### config.mk
export PLATFORM = sky130hd
export DESIGN_NAME = tdpt_rem
export DESIGN_NICKNAME = d
export VERILOG_FILES = /design/src/rtl/tdpt_pkg.sv /design/src/rtl/tdpt_rem.sv
export SDC_FILE = /design/constraint.sdc
export NUM_CORES = 1
export LEC_CHECK = 0
export BUFFER_PORTS_ARGS = -buffer_cell sky130_fd_sc_hd__clkbuf_2
export CAP_MARGIN = 40
export CORE_ASPECT_RATIO = 1.2
export CORE_UTILIZATION = 56
export CTS_CLUSTER_DIAMETER = 50
export DETAILED_ROUTE_END_ITERATION = 8
export PLACE_DENSITY = 0.77
export SYNTH_ARGS = -nofsm -noshare
export SYNTH_HDL_FRONTEND = slang
export SYNTH_SLANG_ARGS = --single-unit
### constraint.sdc
create_clock -name i_clk -period 4.93 [get_ports i_clk]
set_clock_uncertainty 0.2 [all_clocks]
set_input_delay 0.986 -clock i_clk [delete_from_list [all_inputs] [get_ports i_clk]]
set_output_delay 0.986 -clock i_clk [all_outputs]
set_load 0.005 [all_outputs]
### src/rtl/tdpt_pkg.sv
// package for the trial-division prime test
// holds the value width, trial-divisor constants, handshake structs and fsm states
// no dependencies
package tdpt_pkg;

    localparam int VALUE_BITS = 30;
    localparam int REM_W      = VALUE_BITS + 1;
    localparam int CNT_W      = $clog2(VALUE_BITS);

    // divisor walk 5, 11, 17, ... with the square kept by running sums
    localparam int FIRST_DIV  = 5;
    localparam int DIV_STEP   = 6;
    localparam int PAIR_GAP   = 2;
    localparam int SMALL_DIV  = 3;
    localparam int FIRST_SQ   = FIRST_DIV * FIRST_DIV;
    localparam int FIRST_INC  = 2 * DIV_STEP * FIRST_DIV + DIV_STEP * DIV_STEP;
    localparam int INC_STEP   = 2 * DIV_STEP * DIV_STEP;

    typedef logic [VALUE_BITS-1:0] t_value;
    typedef logic [REM_W-1:0]      t_wide;

    typedef struct packed {
        logic   start;
        t_value divisor;
    } t_rem_req;

    typedef struct packed {
        logic done;
        logic zero;
    } t_rem_rsp;

    typedef struct packed {
        logic load;
        logic advance;
    } t_step_ctl;

    typedef struct packed {
        t_value divisor;
        t_wide  square;
    } t_step_val;

    typedef enum logic [2:0] {
        ST_IDLE,
        ST_SCREEN,
        ST_MOD3,
        ST_BOUND,
        ST_MODD,
        ST_MODD2,
        ST_RESULT
    } t_state;

endpackage

### src/rtl/tdpt_rem.sv
// bit-serial restoring remainder unit, one dividend bit per cycle
// depends on tdpt_pkg
module tdpt_rem (
    input  logic              i_clk,
    input  logic              i_rst_n,
    input  tdpt_pkg::t_rem_req i_req,
    input  tdpt_pkg::t_value   i_dividend,
    output tdpt_pkg::t_rem_rsp o_rsp
);

    tdpt_pkg::t_wide              r_rem;
    tdpt_pkg::t_value             r_num;
    tdpt_pkg::t_value             r_div;
    logic [tdpt_pkg::CNT_W-1:0]   r_count;
    logic                         r_busy;
    logic                         r_done;

    tdpt_pkg::t_wide w_trial;
    tdpt_pkg::t_wide w_diff;
    tdpt_pkg::t_wide n_rem;

    always_comb begin
        w_trial = {r_rem[tdpt_pkg::VALUE_BITS-1:0], r_num[tdpt_pkg::VALUE_BITS-1]};
        w_diff  = w_trial - {1'b0, r_div};
        n_rem   = (w_trial >= {1'b0, r_div}) ? w_diff : w_trial;
    end

    always_ff @(posedge i_clk) begin
        if (!i_rst_n) begin
            r_busy <= 1'b0;
            r_done <= 1'b0;
        end else begin
            r_done <= 1'b0;
            if (i_req.start) begin
                r_busy  <= 1'b1;
                r_count <= tdpt_pkg::CNT_W'(tdpt_pkg::VALUE_BITS - 1);
                r_rem   <= '0;
                r_num   <= i_dividend;
                r_div   <= i_req.divisor;
            end else if (r_busy) begin
                r_rem <= n_rem;
                r_num <= {r_num[tdpt_pkg::VALUE_BITS-2:0], 1'b0};
                if (r_count == '0) begin
                    r_busy <= 1'b0;
                    r_done <= 1'b1;
                end else begin
                    r_count <= r_count - 1'b1;
                end
            end
        end
    end

    assign o_rsp.done = r_done;
    assign o_rsp.zero = (r_rem == '0);

endmodule

==> impl_metrics.ini, run 1 <==
[synth]
async_reset_ff_share_pct = 0
synth_area_leaders = edfxtp_1, ha_1, mux2_2
ys_seq_elements = 98
ys_warn_count = 0
synth_cell_types = 68
synth_area_um2 = 5880
synth_top_area_cell = edfxtp_1
synth-main-ff-cell = edfxtp_1
syn_nets = 620
syn_area_per_cell_um2 = 11.2
yosys.area_share.simple_pct = 12.5
synthAdderAreaFrac_pct = 6.93
syn_inst = 525
synthXorXnorAreaFrac_pct = 3.72
synth_edf_count = 96
synth_top_family_by_area = compound AO/OA/AOI/OAI gates
synth_compound_area_share_pct = 16.4
yosysTopAreaCellShare_pct = 49.0
synth.area.mux_share_pct = 5.72
synth-seq-area-share_pct = 49.7

[cells_and_area]
num-nets-final = 675
area.growth.synth_to_final_pct = 11.4
fill_cells = 801
antenna_cells = 0
multiInputGateArea_um2 = 2670
regArea_um2 = 2920
drive_gt1_share_pct = 27.0

[floorplanning]
fp.dieH_um = 114
die_x_um = 95.6
start_util_pct = 58.2
rows = 40
core_um2 = 10100
io_pins = 65
die_area_um2 = 10900

[worst_setup_path]
critical_path_required_ns = 4.84
timing.reg2reg.setup_slack_ns = 1.28
reg2reg_to = r_rem[0]
crit_buf_inv = 1
crit_arrival_ns = 3.56
worstSetupPathDepth = 10
worst_r2r_path_depth = 10
setup.worst_path.end = r_rem[0]
cp_cell_sequence = ha_1 > a21o_1 > a31oi_1 > o21ai_1 > a31o_1 > o41ai_4 > o211a_1 > buf_4 > nor2_1 > o21a_1
crit_path_top_delay_cell = o211a_1
r2r-start = r_rem[15]
startpoint = r_rem[15]
critPathMaxStageDelay_ns = 0.51
start_kind = flop
worstPathMaxFanout = 16
end_kind = flop
critPathKind = flop to flop
crit_family = compound AO/OA/AOI/OAI gates

[global_routing]
grt_use_total_pct = 23.9
grt_max_degree = 60
antenna_found_initial = 0
grt-ovfl-total = 0
grt_pass1_vias = 4308
grt_pass1_wl_um = 19800

[timing]
min_period_ns = 3.65
hold_violations = 0
finalSetupViolations = 0
finalMaxSlewViolations = 0
fin_tns_setup_ns = 0
clock.fmax_mhz = 274
rsz0062_at_grt = false
fin_crit_sh_pct = 74.1
slew_headroom_pct = 40.6
setup_slack_ns = 1.28
worst_slew_pin_slew_ns = 0.891

[clock_tree]
clock_latency_ns = 0.36
cts_max_level = 3
clk_pin_slew_worst_paths_ns = 0.07
cts_inserted_buffers = 9
cts_buffer_depth = 2
numClockSinks = 98
clock-root-buffer = clkbuf_16
cts-hold-fix-buffers = 0
cts_resized = 0
cts_setup_buffers = 0
cts_tree = done

[placed_design]
dp_slack_ns = 1.33
io_buffer_count = 64
dp_hpwl_um = 8760
gp_congestion = 0.898

[power]
vdd_drop_max_v = 0.000225
power_density_nw_per_um2 = 361
leakage_nw = 2.63
power_mw = 2.36

[route]
post_drt_via_cell_ratio = 5.95
drtIter0Drc = 198
drt_pass1_iterations = 5
routed_wl_um = 12100
antenna_left = 0
vias = 4233
route.detailed.drc = 0
post_drt_wl_per_cell_um = 17.1

[hold_path]
hold_class = flop to flop

[job]
drv_cap = 0

[run_status]
status = finished clean
[layout make-up]
type	count	area share, %
flip-flops and latches	98	44.6
well taps	126	2.40
clock inverters	7	1.15
clock buffers	9	3.44
multi-input cells	362	40.7
inverters	40	2.29
repair buffers	69	5.46
[per-stage QoR]
stage	utilization, %	instances	hold slack [ns]	area, um2
after floorplan	-	525	0.223	5880
after global placement	61.9	695	0.254	6260
after detailed placement	61.9	695	0.282	6260
after CTS	64.9	711	0.298	6560
after global routing	64.9	711	0.302	6560
final	64.9	711	0.286	6560
[cells by family after synthesis]
family	count (synthesis)
AND/OR/NAND/NOR	148
AO/OA/AOI/OAI	127
flip-flops	98
buffers and inverters	65
adder cells (fa/ha/maj)	32
multiplexers	30
XOR/XNOR	25
[placed cells by master, fill, tap and decap left out, types with 7 or more instances in the layout]
cell       netlist  layout
a21o_1          11      11
nand4_1          7       7
a21oi_2         19      19
and3_1           7       7
nand2_2          9       9
nor4_1           8       8
nor2_1          27      27
nand3_1         13      13
a211oi_1         8       8
a31oi_1          8       8
inv_1           40      40
xor2_1           9       9
clkbuf_16        0       9
edfxtp_1        96      96
nor3_1           9       9
a21oi_1         23      23
nand2_1         46      46
clkbuf_2         1      64
mux2_2          29      29
o21ai_0         15      15
ha_1            31      31
xnor2_1         16      16
nand2b_1         7       7
[registers in the layout, indices dropped and copies added, names as in the netlist]
name and cells:
r_num 30, r_div 30, r_count 5, r_done 1, r_busy 1, r_rem 31
[Yosys cell counts (9+ instances only)]
| cell type | n |
|---|---|
| edfxtp_1 | 96 |
| nand2_1 | 46 |
| inv_1 | 40 |
| ha_1 | 31 |
| mux2_2 | 29 |
| nor2_1 | 27 |
| a21oi_1 | 23 |
| a21oi_2 | 19 |
| xnor2_1 | 16 |
| o21ai_0 | 15 |
| nand3_1 | 13 |
| a21o_1 | 11 |
| clkbuf_1 | 10 |
| nand2_2 | 9 |
| nor3_1 | 9 |
| xor2_1 | 9 |
[worst min-delay path by stage]
| stage | end | slack (ns) | cells after the start | start |
|---|---|---|---|---|
| global placement | r_done | 0.25 | 2 | r_busy |
| finish | r_done | 0.29 | 2 | r_busy |
| CTS | r_done | 0.30 | 2 | r_busy |
| global route | r_done | 0.30 | 2 | r_busy |
| floorplan | r_done | 0.22 | 2 | r_busy |
| detailed placement | r_done | 0.28 | 2 | r_busy |
[layer usage]
| layer | up-vias | global-route usage [%] | routed length, um |
|---|---|---|---|
| li1 | 2056 | - | - |
| met1 | 2017 | 28.1 | 5090 |
| met2 | 124 | 40.3 | 5960 |
| met3 | 36 | 5.11 | 609 |
| met4 | 0 | 13.3 | 478 |
| met5 | - | 0 | 0 |
[where the power goes]
part / leakage (nW) / internal [mW] / switching [mW]
registers: 0.932 / 1.00 / 0.0367
logic: 1.56 / 0.248 / 0.346
clock network: 0.144 / 0.397 / 0.333
total: 2.63 / 1.65 / 0.717
[worst min-delay path, delay by kind of cell, from the launching register on]
| family | cells | cell delay (ns) |
|---|---|---|
| AND/OR/NAND/NOR | 2 | 0.13 |
| flip-flops | 1 | 0.32 |
Power figures use the tool's default switching activity.
==> run 2, diff against run 1 <==
ABC_AREA = 1   (was unset)
PLACE_DENSITY = 0.76   (was 0.77)
clock period = 3.55 ns   (was 4.93 ns; I/O delays follow)
==> run 2 against run 1 <==
Cell count is 58% higher. Via count rose by 31%. Wire length increased by 22%. Worst setup slack got worse by 0.52 ns. First-iteration DRC count increased by 57%. Register-to-register slack got worse by 0.52 ns. Global-route usage is 2.2 points higher. Power up 42%. Count of clock-buffer cells in the layout increased by 1. Hold slack improved by 0.031 ns.
==> impl_metrics.ini, run 2 <==
[timing]
min_period_ns = 2.79
clock.fmax_mhz = 358
fin_crit_sh_pct = 78.6
worst_slew_pin_slew_ns = 0.625
rsz0062_at_grt = false
finalSetupViolations = 0
hold_violations = 0
slew_headroom_pct = 58.3
finalMaxSlewViolations = 0
fin_tns_setup_ns = 0

[placed_design]
placed_area_um2 = 7090
io_buffer_count = 64
gp_congestion = 0.936
dp_hpwl_um = 11000
dpl.cell_count = 1108

[worst_setup_path]
critPathMaxStageDelay_ns = 0.44
startpoint = r_rem[16]
crit_arrival_ns = 2.80
start_kind = flop
crit_top_cell = nor2_1
worstPathMaxFanout = 34
timing.reg2reg.setup_slack_ns = 0.76
setup.worst_path.end = r_rem[10]
critPathKind = flop to flop
cp_cell_sequence = ha_1 > nand2_2 > inv_1 > nand2_1 > nand2_1 > a21oi_2 > nor2_1 > nor2_4 > nand2_8 > inv_4 > nor2_1 > nor2_1
reg2reg_to = r_rem[10]
end_kind = flop
worst_r2r_path_depth = 12
r2r-start = r_rem[16]
crit_path_top_delay_cell = edfxtp_1
critical_path_required_ns = 3.56

[synth]
ys_seq_elements = 98
synth_area_leaders = edfxtp_1, nand2_1, inv_1
yosysMostFrequentCell = nand2_1
synth_cell_types = 38
syn_nets = 994
ys_warn_count = 0
synth_edf_count = 96
synth-seq-area-share_pct = 44.1
syn_inst = 899
synth_area_um2 = 6630
syn_area_per_cell_um2 = 7.37
synth_top_area_cell = edfxtp_1
yosysTopAreaCellShare_pct = 43.5
async_reset_ff_share_pct = 0
synth-main-ff-cell = edfxtp_1
synth_common_cells = nand2_1, inv_1, edfxtp_1, nor2_1, ha_1

[power]
pwr-share-clk_pct = 30.6
pwr-share-comb_pct = 26.8
power_density_nw_per_um2 = 455
p_seq_share_pct = 42.6
p_sw_share_pct = 33.1
vdd_drop_max_v = 0.000272
p_switching_mw = 1.11
leakage_nw = 3.82
power.internal_mw = 2.25

[global_routing]
grt-ovfl-total = 0
grt_pass1_wl_um = 24700
grt_max_degree = 62
grt_use_total_pct = 26.2
grt_pass1_vias = 5369
antenna_found_initial = 0

[route]
route.detailed.drc = 0
vias = 5550
post_drt_wl_per_cell_um = 13.2
routed_wl_um = 14900
drt_pass1_iterations = 5
post_drt_via_cell_ratio = 4.94
antenna_left = 0
drtIter0Drc = 310

[cells_and_area]
drive_gt1_share_pct = 11.7
reg_top3 = r_rem (31), r_div (30), r_num (30)
final_common_cell = nand2_1
largest_reg_flops = 31
area.growth.synth_to_final_pct = 11.6
num-nets-final = 1057
layout_common_cells = nand2_1, inv_1, nor2_1, edfxtp_1, clkbuf_2
fin_cells = 1124
antenna_cells = 0
design_area_um2 = 7390
largest_register = r_rem

[clock_tree]
cts_tree = done
cts_buffer_depth = 2
cts_resized = 0
cts-hold-fix-buffers = 0
clock-root-buffer = clkbuf_16
clk_pin_slew_worst_paths_ns = 0.07
cts_setup_buffers = 0
clock_latency_ns = 0.35
cts_inserted_buffers = 9
cts_max_level = 3
numClockSinks = 98

[floorplanning]
die_area_um2 = 12300
io_pins = 65
start_util_pct = 57.3
core_um2 = 11600
rows = 43
fp.dieH_um = 121
die_x_um = 101

[hold_path]
hold_depth = 2
hold_class = flop to flop

[job]
drv_cap = 0

[run_status]
status = finished clean
-- run 2: cell types whose count changed in the layout (fill, tap and decap cells not counted), sizes merged, moves of 13 or more --
cell    previous run  this run
xnor2             16         2
a21oi             42        25
nand3             14        31
nor2              27       102
inv               42       170
mux2              29         0
nand2             55       346
nand3b             1        14
-- run 2: final cells by class --
cell class	instances	area, um2
Fill cell	1066	4180
Multi-Input combinational cell	615	2970
Sequential cell	98	2920
Inverter	169	637
Timing Repair Buffer	69	358
Clock buffer	10	229
Tap cell	157	196
Clock inverter	6	75.1
-- run 2: stage by stage --
step                setup slack [ns]  hold slack, ns  utilization (%)  power (mW)
floorplan                      0.186           0.282                -        2.14
global placement               0.847           0.294             61.3        2.34
detailed placement             0.779           0.302             61.3        2.36
CTS                            0.752           0.321             63.9        3.36
global route                   0.514           0.323             63.9        3.56
finish                         0.759           0.318             63.9        3.37
-- run 2: cell families after synthesis --
| kind of cell | synth area share [%] |
|---|---|
| AND/OR/NAND/NOR | 33.1 |
| buffers and inverters | 11.2 |
| flip-flops | 44.1 |
| AO/OA/AOI/OAI | 3.61 |
| adder cells (fa/ha/maj) | 6.16 |
| XOR/XNOR | 1.85 |
-- run 2: power by group through the flow --
stage / registers, mW / clock network (mW) / logic [mW]
after global routing: 1.45 / 1.08 / 1.03
after floorplan: 1.45 / 0 / 0.688
after CTS: 1.44 / 1.03 / 0.900
after detailed placement: 1.46 / 0 / 0.895
final: 1.44 / 1.03 / 0.901
after global placement: 1.46 / 0 / 0.881
-- run 2: per-layer routing --
metal,wire length (um),global-route usage [%],share of wire (%)
met5,0,0,0
met4,344,8.79,2.3
met3,823,4.32,5.5
met2,7190,44.8,48
met1,6500,33.4,44
-- run 2: worst max-delay path: cells and delay by family (launching register included) --
kind                     cells  cell delay (ns)
buffers and inverters        2             0.29
AO/OA/AOI/OAI                1             0.15
flip-flops                   1             0.44
adder cells (fa/ha/maj)      1             0.40
AND/OR/NAND/NOR              8             1.14
-- run 2: worst min-delay path by stage --
stage              start        end  slack, ns
2_1_floorplan     r_busy     r_done       0.28
3_3_place_gp   r_num[15]  r_num[16]       0.29
3_5_place_dp   r_num[18]  r_num[19]       0.30
4_1_cts        r_num[18]  r_num[19]       0.32
5_1_grt        i_req[23]  r_div[23]       0.32
6_report       r_num[24]  r_num[25]       0.32
==> run 3, diff against run 2 <==
ABC_AREA = 0   (was 1)
CORE_UTILIZATION = 54   (was 56)
PLACE_DENSITY = 0.77   (was 0.76)
clock period = 2.4 ns   (was 3.55 ns; I/O delays follow)
==> run 3 against run 2 <==
The run now ends with negative setup slack left. Count of clock-buffer cells in the layout rose by 3. Combinational power rose by 140%. Hold slack got worse by 0.23 ns. Sequential power rose by 48%. Global-route usage rose by 2.2 points. Worst setup slack got worse by 1.5 ns. Largest power group is now combinational logic.
==> impl_metrics.ini, run 3 (same netlist as run 1, synthesis figures left out) <==
[clock_tree]
cts_inserted_buffers = 9
cts_tree = done
cts_buffer_depth = 2
clk_pin_slew_worst_paths_ns = 0.07
clock_latency_ns = 0.36
cts_max_level = 3
numClockSinks = 98
clock-root-buffer = clkbuf_16

[global_routing]
antenna_found_initial = 0
grt_pass1_wl_um = 24800
grt_pass1_vias = 5257
grt-ovfl-total = 0
grt_max_degree = 50
grt_use_total_pct = 28.3

[cells_and_area]
final_common_cell = buf_4
largest_register = r_rem
reg_top3 = r_rem (31), r_div (30), r_num (30)
area.growth.synth_to_final_pct = 42.6
layout_common_cells = buf_4, edfxtp_1, clkbuf_2
drive_gt1_share_pct = 52.1
antenna_cells = 0
fin_cells = 864
design_area_um2 = 8390
largest_reg_flops = 31
fill_cells = 589
num-nets-final = 825

[timing]
worst_slew_pin_slew_ns = 0.427
finalMaxSlewViolations = 0
fin_crit_sh_pct = 129
min_period_ns = 3.11
slew_headroom_pct = 71.2
rsz0062_at_grt = true
clock.fmax_mhz = 322
fin_tns_setup_ns = -17.75
finalSetupViolations = 32
setup_slack_ns = -0.708
hold_violations = 0

[power]
vdd_drop_max_v = 0.000400
power_density_nw_per_um2 = 680
leakage_nw = 3.51
power_mw = 5.71

[floorplanning]
start_util_pct = 55.7
rows = 41
fp.dieH_um = 116
die_area_um2 = 11300
core_um2 = 10600
io_pins = 65
die_x_um = 97.3

[placed_design]
placed_area_um2 = 7230
io_buffer_count = 64
dp_hpwl_um = 10600
gp_congestion = 0.915
dpl.cell_count = 812

[worst_setup_path]
r2r-start = r_div[5]
crit_arrival_ns = 3.13
worstPathMaxFanout = 4
end_kind = flop
setup.worst_path.end = r_rem[10]
start_kind = flop
timing.reg2reg.setup_slack_ns = -0.71
critical_path_required_ns = 2.42
reg2reg_to = r_rem[10]
critPathKind = flop to flop
startpoint = r_div[5]
worst_r2r_path_depth = 13

[route]
wl_met2_um = 8660
post_drt_via_cell_ratio = 5.99
route.detailed.drc = 0
antenna_left = 0
top_layer = met4
drtIter0Drc = 419
drt_pass1_iterations = 5
wl_met3_um = 1040
vias = 5177
routed_wl_um = 16900
wl_met1_um = 6230
post_drt_wl_per_cell_um = 19.6

[hold_path]
hold_class = input pin to flop

[job]
drv_cap = 0

[run_status]
violations = negative setup slack
status = finished with violations
==> run 3: changes by cell type in the layout (fill, tap and decap cells not counted), moves of 12 or more <==
cell      before  now
a21oi_2        1   23
buf_4          5  130
buf_6          0   18
ha_1          31   17
ha_4           0   12
inv_1        160   35
mux2_2         0   29
nand2_1      337   30
nand3_1       30   12
nand3b_1      14    1
nor2_1        96   23
o21ai_1       17    3
xnor2_1        2   16
==> run 3: worst min-delay path by stage <==
stage / to / from / slack (ns) / cells after the start
after floorplan: r_done / r_busy / 0.23 / 2
after global placement: r_done / r_busy / 0.25 / 2
after detailed placement: r_done / r_busy / 0.27 / 2
after CTS: r_div[25] / i_req[25] / 0.1 / 1
after global routing: r_div[10] / i_req[10] / 0.09 / 1
final: r_div[22] / i_req[22] / 0.09 / 1
==> run 3: power by group <==
part           switching, mW  internal [mW]  total (mW)
combinational           1.10           1.08        2.19
clock                  0.653          0.739        1.39
sequential            0.0708           2.06        2.13
==> run 3: metal layers <==
layer	global-route usage, %	vias to the layer above
li1	-	2354
met1	30.6	2486
met2	52.0	250
met3	4.67	87
met4	18.2	0
met5	0	-
==> run 3: what timing repair did <==
item	4_1_cts	5_1_grt
endpoints found under the setup margin	32	32
gates cloned	0	1
pin swaps	38	41
hold buffers	0	0
resized for setup	65	56
setup buffers	18	25
==> run 3: cell type report <==
cell class	instances	area, um2	area share (%)
multi-input cells	362	3250	38.7
flip-flops and latches	98	2920	34.8
repair buffers	219	1630	19.5
clock buffers	13	250	2.98
well taps	129	161	1.92
inverters	40	150	1.79
clock inverters	3	25.0	0.298
==> run 3: per-stage QoR <==
step | setup WS [ns] | utilization (%) | hold slack (ns)
CTS | -0.492 | 75.2 | 0.0958
finish | -0.708 | 79.4 | 0.0899
global placement | -0.526 | 68.4 | 0.253
floorplan | -0.395 | - | 0.234
detailed placement | -0.612 | 68.4 | 0.273
global route | -0.753 | 79.4 | 0.0875
==> run 3: worst max-delay path, cell delays in order, from the launching register on <==
cell and delay (ns):
edfxtp_1 0.39, inv_2 0.08, ha_4 0.20, buf_6 0.12, or4_4 0.48, o21ai_2 0.10, a21oi_2 0.07, buf_4 0.14
buf_4 0.13, a21o_2 0.21, a21oi_1 0.32, xnor2_1 0.26, nand2_1 0.13, a21oi_2 0.14
